### src/sv/cf16_pkg.sv
`timescale 1ns / 1ps
`default_nettype none
// ----------------------------------------------------------------------------
// cf16_pkg
// Shared constants and types of the CRC-16 frame builder.
// ----------------------------------------------------------------------------
package cf16_pkg;

    typedef logic [3:0]  slot_t;
    typedef logic [15:0] crc_t;

    localparam logic [7:0]  START_MARK = 8'h7E;
    localparam crc_t        CRC_INIT   = 16'hFFFF;
    localparam crc_t        CRC_POLY   = 16'hA001;
    localparam logic [15:0] LEN_EXTRA  = 16'd3;

    // positions of the bytes one item can produce
    localparam slot_t SLOT_MARK_A  = 4'd0;
    localparam slot_t SLOT_MARK_B  = 4'd1;
    localparam slot_t SLOT_LEN_HI  = 4'd2;
    localparam slot_t SLOT_LEN_LO  = 4'd3;
    localparam slot_t SLOT_CMD     = 4'd4;
    localparam slot_t SLOT_SEQ_HI  = 4'd5;
    localparam slot_t SLOT_SEQ_LO  = 4'd6;
    localparam slot_t SLOT_DATA    = 4'd7;
    localparam slot_t SLOT_CRC_LO  = 4'd8;
    localparam slot_t SLOT_CRC_HI  = 4'd9;

endpackage

`default_nettype wire

### src/sv/cf16_crc_byte.sv
`timescale 1ns / 1ps
`default_nettype none
// ----------------------------------------------------------------------------
// cf16_crc_byte
// One-byte update of a reflected CRC-16/MODBUS remainder.
// ----------------------------------------------------------------------------
module cf16_crc_byte (
    input  wire cf16_pkg::crc_t crc_in,
    input  wire logic [7:0]     data,
    output cf16_pkg::crc_t      crc_out
);

    always_comb
    begin
        cf16_pkg::crc_t c;
        c = crc_in ^ {8'h00, data};
        for (int k = 0; k < 8; k++)
        begin
            if (c[0])
            begin
                c = (c >> 1) ^ cf16_pkg::CRC_POLY;
            end
            else
            begin
                c = c >> 1;
            end
        end
        crc_out = c;
    end

endmodule

`default_nettype wire

### src/sv/crc16_frame_builder_unit.sv
`timescale 1ns / 1ps
`default_nettype none
// ----------------------------------------------------------------------------
// crc16_frame_builder_unit
// Streams frames: two start marks, length, command, sequence number, payload
// and a CRC-16/MODBUS trailer, one byte per result transfer.
// ----------------------------------------------------------------------------
// items wait in the input register and result bytes in the result register
// throughput: one result byte per cycle unless result_ready stalls it; an item
//   holds the input register until its last result is emitted, so plain payload
//   items stream at one per cycle too, set by the single byte output port
// reset: outside any frame, sequence number 0, running crc 0xFFFF, no item
//   held and no result pending
module crc16_frame_builder_unit (
    input  wire logic        clk,
    input  wire logic        rst_n,

    input  wire logic        item_valid,
    output logic             item_ready,
    input  wire logic [7:0]  command,
    input  wire logic [15:0] payload_length,
    input  wire logic [7:0]  data_byte,
    input  wire logic        byte_present,
    input  wire logic        frame_last,

    output logic             result_valid,
    input  wire logic        result_ready,
    output logic [7:0]       out_byte,
    output logic             end_of_frame,
    output logic             run_last
);

    // input register
    logic        hold_reg;
    logic [7:0]  cmd_reg;
    logic [15:0] plen_reg;
    logic [7:0]  data_reg;
    logic        present_reg;
    logic        last_reg;

    // frame state
    logic [15:0]     seq_reg,    seq_next;
    cf16_pkg::crc_t  crc_reg,    crc_next;
    logic            inside_reg, inside_next;
    cf16_pkg::slot_t pos_reg,    pos_next;

    // result register
    logic        rvalid_reg, rvalid_next;
    logic [7:0]  rbyte_reg;
    logic        reof_reg;
    logic        rlast_reg;

    logic            first;
    logic            close;
    logic            has_out;
    cf16_pkg::slot_t cur;
    logic            cur_last;
    logic [7:0]      cur_byte;
    logic [15:0]     flen;
    logic            out_free;
    logic            go;
    logic            emit;
    logic            done;
    cf16_pkg::crc_t  crc_base;
    cf16_pkg::crc_t  crc_upd;

    assign first   = !inside_reg;
    assign close   = last_reg || (first && !present_reg);
    assign has_out = first || present_reg || close;
    assign flen    = plen_reg + cf16_pkg::LEN_EXTRA;

    // next byte position of the held item at or after pos_reg
    always_comb
    begin
        priority if (first && pos_reg <= cf16_pkg::SLOT_SEQ_LO)
        begin
            cur = pos_reg;
        end
        else if (present_reg && pos_reg <= cf16_pkg::SLOT_DATA)
        begin
            cur = cf16_pkg::SLOT_DATA;
        end
        else if (pos_reg <= cf16_pkg::SLOT_CRC_LO)
        begin
            cur = cf16_pkg::SLOT_CRC_LO;
        end
        else
        begin
            cur = cf16_pkg::SLOT_CRC_HI;
        end
    end

    assign cur_last = (cur == cf16_pkg::SLOT_CRC_HI)
                   || (cur == cf16_pkg::SLOT_DATA && !close);

    always_comb
    begin
        unique case (cur)
            cf16_pkg::SLOT_MARK_A: cur_byte = cf16_pkg::START_MARK;
            cf16_pkg::SLOT_MARK_B: cur_byte = cf16_pkg::START_MARK;
            cf16_pkg::SLOT_LEN_HI: cur_byte = flen[15:8];
            cf16_pkg::SLOT_LEN_LO: cur_byte = flen[7:0];
            cf16_pkg::SLOT_CMD:    cur_byte = cmd_reg;
            cf16_pkg::SLOT_SEQ_HI: cur_byte = seq_reg[15:8];
            cf16_pkg::SLOT_SEQ_LO: cur_byte = seq_reg[7:0];
            cf16_pkg::SLOT_DATA:   cur_byte = data_reg;
            cf16_pkg::SLOT_CRC_LO: cur_byte = crc_reg[7:0];
            default:               cur_byte = crc_reg[15:8];
        endcase
    end

    assign out_free   = !rvalid_reg || result_ready;
    assign go         = hold_reg && (out_free || !has_out);
    assign emit       = go && has_out;
    assign done       = go && (!has_out || cur_last);
    assign item_ready = !hold_reg || done;

    // a new frame restarts the crc at its first start mark
    assign crc_base = (cur == cf16_pkg::SLOT_MARK_A) ? cf16_pkg::CRC_INIT : crc_reg;

    cf16_crc_byte u_crc (
        .crc_in  (crc_base),
        .data    (cur_byte),
        .crc_out (crc_upd)
    );

    always_comb
    begin
        seq_next    = seq_reg;
        crc_next    = crc_reg;
        inside_next = inside_reg;
        pos_next    = pos_reg;
        rvalid_next = rvalid_reg && !result_ready;
        if (emit)
        begin
            rvalid_next = 1'b1;
            pos_next    = cur + cf16_pkg::slot_t'(1);
            if (cur <= cf16_pkg::SLOT_DATA)
            begin
                crc_next = crc_upd;
            end
            else if (cur == cf16_pkg::SLOT_CRC_HI)
            begin
                crc_next = cf16_pkg::CRC_INIT;
            end
        end
        if (done)
        begin
            pos_next    = cf16_pkg::SLOT_MARK_A;
            inside_next = !close;
            if (first)
            begin
                seq_next = seq_reg + 16'd1;
            end
        end
    end

    always_ff @(posedge clk or negedge rst_n)
    begin
        if (!rst_n)
        begin
            hold_reg   <= 1'b0;
            seq_reg    <= '0;
            crc_reg    <= cf16_pkg::CRC_INIT;
            inside_reg <= 1'b0;
            pos_reg    <= cf16_pkg::SLOT_MARK_A;
            rvalid_reg <= 1'b0;
        end
        else
        begin
            hold_reg   <= (hold_reg && !done) || item_valid;
            seq_reg    <= seq_next;
            crc_reg    <= crc_next;
            inside_reg <= inside_next;
            pos_reg    <= pos_next;
            rvalid_reg <= rvalid_next;
        end
    end

    always_ff @(posedge clk)
    begin
        if (item_valid && item_ready)
        begin
            cmd_reg     <= command;
            plen_reg    <= payload_length;
            data_reg    <= data_byte;
            present_reg <= byte_present;
            last_reg    <= frame_last;
        end
        if (emit)
        begin
            rbyte_reg <= cur_byte;
            reof_reg  <= (cur == cf16_pkg::SLOT_CRC_HI);
            rlast_reg <= cur_last;
        end
    end

    assign result_valid = rvalid_reg;
    assign out_byte     = rbyte_reg;
    assign end_of_frame = reof_reg;
    assign run_last     = rlast_reg;

    // the frame trailer always closes the run of its item
    a_eof_run_last: assert property (@(posedge clk) disable iff (!rst_n)
        (result_valid && end_of_frame) |-> run_last)
        else $error("end of frame without run_last");

    a_pos_range: assert property (@(posedge clk) disable iff (!rst_n)
        pos_reg <= cf16_pkg::SLOT_CRC_HI)
        else $error("byte position out of range");

    a_close_leaves: assert property (@(posedge clk) disable iff (!rst_n)
        (done && close) |=> !inside_reg)
        else $error("frame still open after crc");

    a_crc_restart: assert property (@(posedge clk) disable iff (!rst_n)
        (emit && cur == cf16_pkg::SLOT_CRC_HI) |=> (crc_reg == cf16_pkg::CRC_INIT))
        else $error("crc not restarted after trailer");

    a_no_emit_stall: assert property (@(posedge clk) disable iff (!rst_n)
        (rvalid_reg && !result_ready) |=> ($stable(rbyte_reg) && rvalid_reg))
        else $error("pending result overwritten");

endmodule

`default_nettype wire
### config.mk
export PLATFORM = sky130hd
export DESIGN_NAME = crc16_frame_builder_unit
export DESIGN_NICKNAME = d
export VERILOG_FILES = /design/src/sv/cf16_pkg.sv /design/src/sv/cf16_crc_byte.sv /design/src/sv/crc16_frame_builder_unit.sv
export SDC_FILE = /design/constraint.sdc
export NUM_CORES = 1
export LEC_CHECK = 0
export ABC_AREA = 1
export ABC_CLOCK_PERIOD_IN_PS = 5800
export BUFFER_PORTS_ARGS = -buffer_cell sky130_fd_sc_hd__buf_2
export CAP_MARGIN = 0
export CORE_AREA = 5 5 111 92
export CTS_CLUSTER_DIAMETER = 200
export DETAILED_ROUTE_END_ITERATION = 7
export DIE_AREA = 0 0 116 97
export GPL_TIMING_DRIVEN = 0
export PLACE_DENSITY = 0.76
export SYNTH_ARGS = -nofsm -noshare
export SYNTH_HDL_FRONTEND = slang
export SYNTH_SLANG_ARGS = --single-unit
### constraint.sdc
create_clock -name clk -period 5.8 [get_ports clk]
set_input_delay 0.58 -clock clk [delete_from_list [all_inputs] [get_ports clk]]
set_output_delay 0.58 -clock clk [all_outputs]
set_load 0.02 [all_outputs]
==> impl_table.tex, run 1 <==
\begin{tabular}{lr}
\hline
Metric & Value \\
\hline
\multicolumn{2}{l}{\textbf{Synth}} \\
Unique masters post-synth & 41 \\
Area of the mapped netlist & 0.00484 mm\^{}2 \\
Number of nets produced by synthesis & 628 \\
Synthesis Warnings & 0 \\
Syn\_area\_per\_cell & just over 8 um\^{}2 \\
Share of synthesized flip-flops with an asynchronous set or reset & 0.470 \\
Part of the Yosys area used for sequential elements & 0.479 \\
Post-synthesis instance total & 583 \\
Most frequently used flop master after synthesis & sky130\_fd\_sc\_hd\_\_edfxtp\_1 \\
Synth Register Bits & 83 \\
Number of enable-type register cells in the synthesized netlist & 44 \\
\multicolumn{2}{l}{\textbf{Routing}} \\
Routed wire length & about 11 mm \\
Wire per inst & 15.0 um \\
Number of detailed-route iterations in the first pass & 5 \\
Drt initial violations & approximately 240 \\
Number of vias after detailed routing & slightly above 4000 \\
ANT nets after route & 0 \\
Vias per std cell & between 5 and 6 \\
Remaining design rule violation count & 0 \\
\multicolumn{2}{l}{\textbf{Clock tree}} \\
Root buffer cell & sky130\_fd\_sc\_hd\_\_clkbuf\_16 \\
\# hold bufs at CTS & 0 \\
Number of buffers created by CTS & 9 \\
H-tree Lvls & 3 \\
Count of cells resized by post-cts repair & 0 \\
Post-CTS repair timing setup buffer count & 0 \\
Sinks on Clock Net & 83 \\
Clock latency on the worst-skew pair & 0.34 ns \\
CTS tree & built \\
Maximum clock insertion buffer count & 2 \\
Clock slew at the register clock pins of the worst setup and hold paths & 0.06 ns \\
\multicolumn{2}{l}{\textbf{Timing}} \\
RSZ-0062 raised after global routing & no \\
Setup TNS & 0 ns \\
Minimum period implied by the final worst setup slack & 4.10 ns \\
Relative slew slack & 0.392 \\
Worst-margin pin slew & 0.912 ns \\
Highest clock rate & 0.244 GHz \\
Final hold vios & 0 \\
Worst Hold Margin & 0.371 ns \\
Layout Skew & roughly 0.0093 ns \\
Part of the cycle the worst path needs & 0.707 \\
Number of max-slew violations in the final report & 0 \\
Final count of negative-setup-slack endpoints & 0 \\
\multicolumn{2}{l}{\textbf{Floorplan}} \\
Placement Rows & 31 \\
Full die area & 0.0113 mm\^{}2 \\
Std-Cell Core Area & 0.00892 mm\^{}2 \\
Initial cell density of the core & 0.542 \\
Vert. Die Dim & approximately 97 um \\
Total I/O pin count & 50 \\
Floorplan die width & 116 um \\
\multicolumn{2}{l}{\textbf{GRT}} \\
First-pass GRT wire length & 18.9 mm \\
Met3 track demand over resource & 0.0505 \\
Layer carrying the most global-route usage & met2 \\
Vias in the first global route & 4019 \\
Met2 routing resource usage after global routing & 0.326 \\
Pin count of the biggest net entering global routing & 40 \\
Congestion Overflow GR & 0 \\
Gr usage total & 0.211 \\
Number of antenna violations at the first check in global routing & 0 \\
Met1 routing resource usage after global routing & 0.293 \\
\multicolumn{2}{l}{\textbf{Worst setup path}} \\
R2r endpoint & crc\_reg[0] \\
Slowest CP cell & sky130\_fd\_sc\_hd\_\_dfrtp\_1 \\
Kind of start point of the critical path & register \\
Launch instance of the worst register-to-register path & pos\_reg[3] \\
Required arrival time at the worst endpoint & 6.08 ns \\
Data arrival time of the critical path & approximately 4.4 ns \\
Crit Path Category & reg -> reg \\
Cell mode on critical path & sky130\_fd\_sc\_hd\_\_nand2\_1 \\
Crit. End Element & register \\
Worst r2r path cells & 30 \\
Longest individual stage delay on the worst path & 0.40 ns \\
Reg2reg setup slack & between 1.5 and 2 ns \\
Maximum fanout encountered on the critical timing path & 10 \\
\multicolumn{2}{l}{\textbf{Layout}} \\
Fraction of final layout cells with drive strength greater than 1 & 0.210 \\
Final \#Nets & 689 \\
Layout overhead on the synthesized area & 14.5\% \\
Antenna diode count & 0 \\
Fraction of the core area covered by cells at the end of the flow & 0.621 \\
\multicolumn{2}{l}{\textbf{Placed design}} \\
Buffers on Ports & 49 \\
Weighted congestion reported at the end of routability-driven placement & 0.897 \\
Estimated wirelength of the detail-placed design & 8.89 mm \\
\multicolumn{2}{l}{\textbf{Worst hold path}} \\
Path class of the lowest-slack min-delay path & in -> async \\
\multicolumn{2}{l}{\textbf{Status}} \\
Status & complete, no violations \\
\multicolumn{2}{l}{\textbf{Flow run}} \\
Max-capacitance violation count & 0 \\
\hline
\end{tabular}
[worst max path at each step]
stage | start | to | cells after the start | slack (ns)
final | pos_reg[3] | crc_reg[0] | 30 | 1.70
after global routing | pos_reg[3] | crc_reg[0] | 30 | 1.34
after CTS | pos_reg[3] | crc_reg[0] | 30 | 1.77
after detailed placement | pos_reg[3] | crc_reg[0] | 30 | 1.85
after global placement | inside_reg | plen_reg[8] | 15 | 0.71
after floorplan | pos_reg[3] | cmd_reg[0] | 15 | 1.72
[placed cells by master (no fill, tap or decap), drive strengths merged]
| cell | synthesis | layout |
|---|---|---|
| nand3b | 1 | 1 |
| o211ai | 1 | 1 |
| o32ai | 1 | 1 |
| edfxtp | 44 | 44 |
| o21bai | 5 | 5 |
| o21a | 1 | 1 |
| nand3 | 57 | 57 |
| nand4 | 27 | 27 |
| o21ai | 30 | 30 |
| xnor2 | 3 | 3 |
| a21oi | 8 | 8 |
| inv | 87 | 87 |
| clkinv | 0 | 4 |
| ha | 7 | 7 |
| a31oi | 3 | 3 |
| nand2 | 178 | 178 |
| buf | 3 | 53 |
| o22ai | 10 | 10 |
| a21boi | 1 | 1 |
| clkbuf | 2 | 14 |
| dfstp | 16 | 16 |
| nor3 | 5 | 5 |
| nor2 | 51 | 51 |
| or2 | 2 | 2 |
| nor4 | 1 | 1 |
| o31ai | 1 | 1 |
| dfrtp | 23 | 23 |
| xor2 | 15 | 15 |
[worst max-delay path: cells and delay by family (launching register included)]
family                   cells  cell delay, ns
flip-flops                   1            0.40
AO/OA/AOI/OAI                1            0.26
AND/OR/NAND/NOR             22            2.40
adder cells (fa/ha/maj)      1            0.22
buffers and inverters        6            0.76
[cell usage after synthesis (2+ instances only)]
| master | count | area, um^2 |
|---|---|---|
| sky130_fd_sc_hd__nor2_1 | 41 | 154 |
| sky130_fd_sc_hd__clkbuf_1 | 2 | 7.51 |
| sky130_fd_sc_hd__a21oi_1 | 6 | 30.0 |
| sky130_fd_sc_hd__dfrtp_1 | 23 | 576 |
| sky130_fd_sc_hd__ha_1 | 7 | 87.6 |
| sky130_fd_sc_hd__o21ai_0 | 28 | 140 |
| sky130_fd_sc_hd__o21bai_1 | 5 | 37.5 |
| sky130_fd_sc_hd__edfxtp_1 | 44 | 1320 |
| sky130_fd_sc_hd__nor2_4 | 4 | 45.0 |
| sky130_fd_sc_hd__nand4_1 | 26 | 163 |
| sky130_fd_sc_hd__nor3_1 | 3 | 15.0 |
| sky130_fd_sc_hd__inv_2 | 12 | 45.0 |
| sky130_fd_sc_hd__nand3_1 | 47 | 235 |
| sky130_fd_sc_hd__a31oi_1 | 3 | 18.8 |
| sky130_fd_sc_hd__buf_2 | 2 | 10.0 |
| sky130_fd_sc_hd__nor2_2 | 5 | 31.3 |
| sky130_fd_sc_hd__nand3_2 | 9 | 90.1 |
| sky130_fd_sc_hd__o21ai_1 | 2 | 10.0 |
| sky130_fd_sc_hd__nand2_4 | 4 | 45.0 |
| sky130_fd_sc_hd__nor3_2 | 2 | 20.0 |
| sky130_fd_sc_hd__nand2_2 | 8 | 50.1 |
| sky130_fd_sc_hd__nand2_1 | 166 | 623 |
| sky130_fd_sc_hd__dfstp_2 | 16 | 420 |
| sky130_fd_sc_hd__o22ai_1 | 10 | 62.6 |
| sky130_fd_sc_hd__inv_1 | 75 | 282 |
| sky130_fd_sc_hd__xor2_1 | 15 | 131 |
| sky130_fd_sc_hd__xnor2_1 | 3 | 26.3 |
| sky130_fd_sc_hd__a21oi_2 | 2 | 17.5 |
[cell type report]
cell class	instances	area (um^2)
Multi-Input combinational cell	408	2180
Tap cell	115	144
Timing Repair Buffer	50	273
Clock inverter	4	27.5
Clock buffer	12	246
Buffer	5	28.8
Sequential cell	83	2320
Fill cell	775	3380
Inverter	87	327
[through the flow]
| stage | setup slack [ns] | instances | area (um^2) |
|---|---|---|---|
| 5_1_grt | 1.34 | 764 | 5540 |
| 3_3_place_gp | 0.713 | 747 | 5230 |
| 4_1_cts | 1.77 | 764 | 5540 |
| 3_5_place_dp | 1.85 | 748 | 5270 |
| 2_1_floorplan | 1.72 | 583 | 4840 |
| 6_report | 1.70 | 764 | 5540 |
[metal layers]
metal  wire [um]  vias to the layer above
li1            -                     2047
met1        4900                     1898
met2        5280                      170
met3        1080                       28
met4         241                        0
met5           0                        -
[cells by family (layout without fill, tap and decap cells)]
kind of cell	after synthesis	count (layout)	synth area share
DFF	83	83	0.479
AOI/OAI and AO/OA	61	61	0.0768
buffers and inverters	92	158	0.0735
xor gates and xnor gates	18	18	0.0326
and+or+nand+nor	322	322	0.320
adders and majority gates	7	7	0.0181
Power of run 1 is left out: the tool's default activity adds up to more than one toggle a clock period on the data nets, which glitch-free logic cannot reach.
==> run 2: changes to the inputs <==
- ABC_CLOCK_PERIOD_IN_PS: 5800 -> 3300
- CORE_AREA: 5 5 111 92 -> 5 5 112 93
- DIE_AREA: 0 0 116 97 -> 0 0 117 98
- PLACE_DENSITY: 0.76 -> 0.78
- clock period: 5.8 -> 3.3 ns (I/O delays scaled with it)
==> run 2 against run 1 <==
Net effect:
- the flow now finishes with violations (setup timing)
- sequential cell count unchanged
- sequential share of layout area is 4.4 points lower
- final area up 12%
- maximum frequency rose by 24%
- critical path depth is 1 lower
- critical path type unchanged
- highest routed layer unchanged
==> impl_table.tex, run 2 (synthesis results as in run 1) <==
\begin{tabular}{lr}
\hline
Metric & Value \\
\hline
\multicolumn{2}{l}{\textbf{Layout}} \\
Final \#Nets & 720 \\
Final Cell Area & 0.00619 mm\^{}2 \\
Filler cell count & 713 \\
Area of combinational cells with multiple inputs & 0.00255 mm\^{}2 \\
Antenna diode count & 0 \\
Most common cell after layout, fill and taps aside & sky130\_fd\_sc\_hd\_\_nand2\_1 \\
Fraction of final layout cells with drive strength greater than 1 & 0.350 \\
Layout overhead on the synthesized area & 27.9\% \\
Most frequent cells in the layout & sky130\_fd\_sc\_hd\_\_nand2\_1 (132), sky130\_fd\_sc\_hd\_\_inv\_1 (68), sky130\_fd\_sc\_hd\_\_buf\_2 (49) \\
Fraction of the core area covered by cells at the end of the flow & 0.666 \\
Seq. cell area & 0.00232 mm\^{}2 \\
\multicolumn{2}{l}{\textbf{Clock tree}} \\
Clock latency on the worst-skew pair & 0.35 ns \\
\# hold bufs at CTS & 0 \\
CTS tree & built \\
H-tree Lvls & 3 \\
Maximum clock insertion buffer count & 2 \\
Clock slew at the register clock pins of the worst setup and hold paths & 0.06 ns \\
Root buffer cell & sky130\_fd\_sc\_hd\_\_clkbuf\_16 \\
Sinks on Clock Net & 83 \\
Number of buffers created by CTS & 9 \\
\multicolumn{2}{l}{\textbf{Timing}} \\
Number of max-slew violations in the final report & 0 \\
Relative slew slack & 0.282 \\
Final hold vios & 0 \\
Highest clock rate & about 0.30 GHz \\
Final count of negative-setup-slack endpoints & 1 \\
Layout Skew & around 0.0096 ns \\
RSZ-0062 raised after global routing & yes \\
Worst-margin pin slew & 1.08 ns \\
Minimum period implied by the final worst setup slack & 3.31 ns \\
Worst Hold Margin & between 0.1 and 0.15 ns \\
Slack of the critical path & -0.00785 ns \\
Part of the cycle the worst path needs & 1.00 \\
\multicolumn{2}{l}{\textbf{Floorplan}} \\
Initial cell density of the core & 0.521 \\
Full die area & 0.0115 mm\^{}2 \\
Vert. Die Dim & 98 um \\
Floorplan die width & 117 um \\
Placement Rows & 32 \\
Total I/O pin count & 50 \\
Std-Cell Core Area & just over 0.009 mm\^{}2 \\
\multicolumn{2}{l}{\textbf{Routing}} \\
ANT nets after route & 0 \\
Remaining design rule violation count & 0 \\
Wire per inst & between 15 and 20 um \\
Routed wire length & 13.7 mm \\
Drt initial violations & 337 \\
Vias per std cell & 5.66 \\
Number of detailed-route iterations in the first pass & 5 \\
Number of vias after detailed routing & about 4500 \\
\multicolumn{2}{l}{\textbf{Status}} \\
Failing checks & setup timing \\
Status & finished, violations left \\
\multicolumn{2}{l}{\textbf{GRT}} \\
Number of antenna violations at the first check in global routing & 0 \\
Congestion Overflow GR & 0 \\
Met3 track demand over resource & 0.0799 \\
Met1 routing resource usage after global routing & 0.299 \\
Pin count of the biggest net entering global routing & 40 \\
Vias in the first global route & 4300 \\
Gr usage total & 0.230 \\
Met2 routing resource usage after global routing & 0.359 \\
First-pass GRT wire length & 20.5 mm \\
Layer carrying the most global-route usage & met2 \\
\multicolumn{2}{l}{\textbf{Worst setup path}} \\
Kind of start point of the critical path & register \\
Data arrival time of the critical path & 3.59 ns \\
Worst path bufs/invs & 5 \\
Required arrival time at the worst endpoint & 3.58 ns \\
Crit. End Element & register \\
Slowest CP cell & sky130\_fd\_sc\_hd\_\_dfrtp\_1 \\
Cell mode on critical path & sky130\_fd\_sc\_hd\_\_nand2\_2 \\
Reg2reg setup slack & -0.008 ns \\
Longest individual stage delay on the worst path & 0.42 ns \\
Kind of cell adding the most delay to the critical path & simple AND/OR/NAND/NOR gates \\
Maximum fanout encountered on the critical timing path & 5 \\
Crit Path Category & reg -> reg \\
\multicolumn{2}{l}{\textbf{Flow run}} \\
Max-capacitance violation count & 0 \\
\multicolumn{2}{l}{\textbf{Placed design}} \\
Buffers on Ports & 49 \\
Post-Place Cell Area & 0.00524 mm\^{}2 \\
Weighted congestion reported at the end of routability-driven placement & a little over 0.9 \\
Worst slack at placement & -0.573 ns \\
Estimated wirelength of the detail-placed design & $\sim$8.9 mm \\
\multicolumn{2}{l}{\textbf{Worst hold path}} \\
Path class of the lowest-slack min-delay path & in -> async \\
\hline
\end{tabular}
## run 2: cell type report
type / instances / area share
plain buffers: 4 / 0.00546
clock buffers: 12 / 0.0433
clock inverters: 4 / 0.00485
inverters: 87 / 0.0540
multi-input cells: 410 / 0.413
flip-flops and latches: 83 / 0.374
well taps: 119 / 0.0241
repair buffers: 80 / 0.0811
## run 2: metrics by stage
stage / TNS [ns] / std cells
6_report: -0.00785 / 799
5_1_grt: -0.435 / 799
4_1_cts: 0 / 777
3_5_place_dp: -13.14 / 751
3_3_place_gp: -9.49 / 751
2_1_floorplan: 0 / 583
## run 2: routing by layer
metal	wire length (um)	vias to the layer above	part of all wire
met5	0	-	0
met4	392	0	0.029
met3	1210	43	0.088
met2	6610	205	0.48
met1	5470	2161	0.40
li1	-	2112	-
## run 2: path summary, 6_finish.rpt
| path | from | endpoint | cells after the start |
|---|---|---|---|
| max | pos_reg[3] | crc_reg[0] | 29 |
| min | rst_n | seq_reg[0] | 1 |
| max reg2reg | pos_reg[3] | crc_reg[0] | 29 |
| min reg2reg | seq_reg[15] | seq_reg[15] | 1 |
| max in group asynchronous | rst_n | seq_reg[12] | 1 |
| min in group clk | payload_length[13] | plen_reg[13] | 1 |
## run 2: repair_timing
action | in CTS | in global routing
buffers inserted | 10 | 21
pin swaps | 7 | 38
resized for setup | 27 | 73
gates cloned | 1 | 1
endpoints found under the setup margin | 48 | 27
Power of run 2 is left out for the same reason.
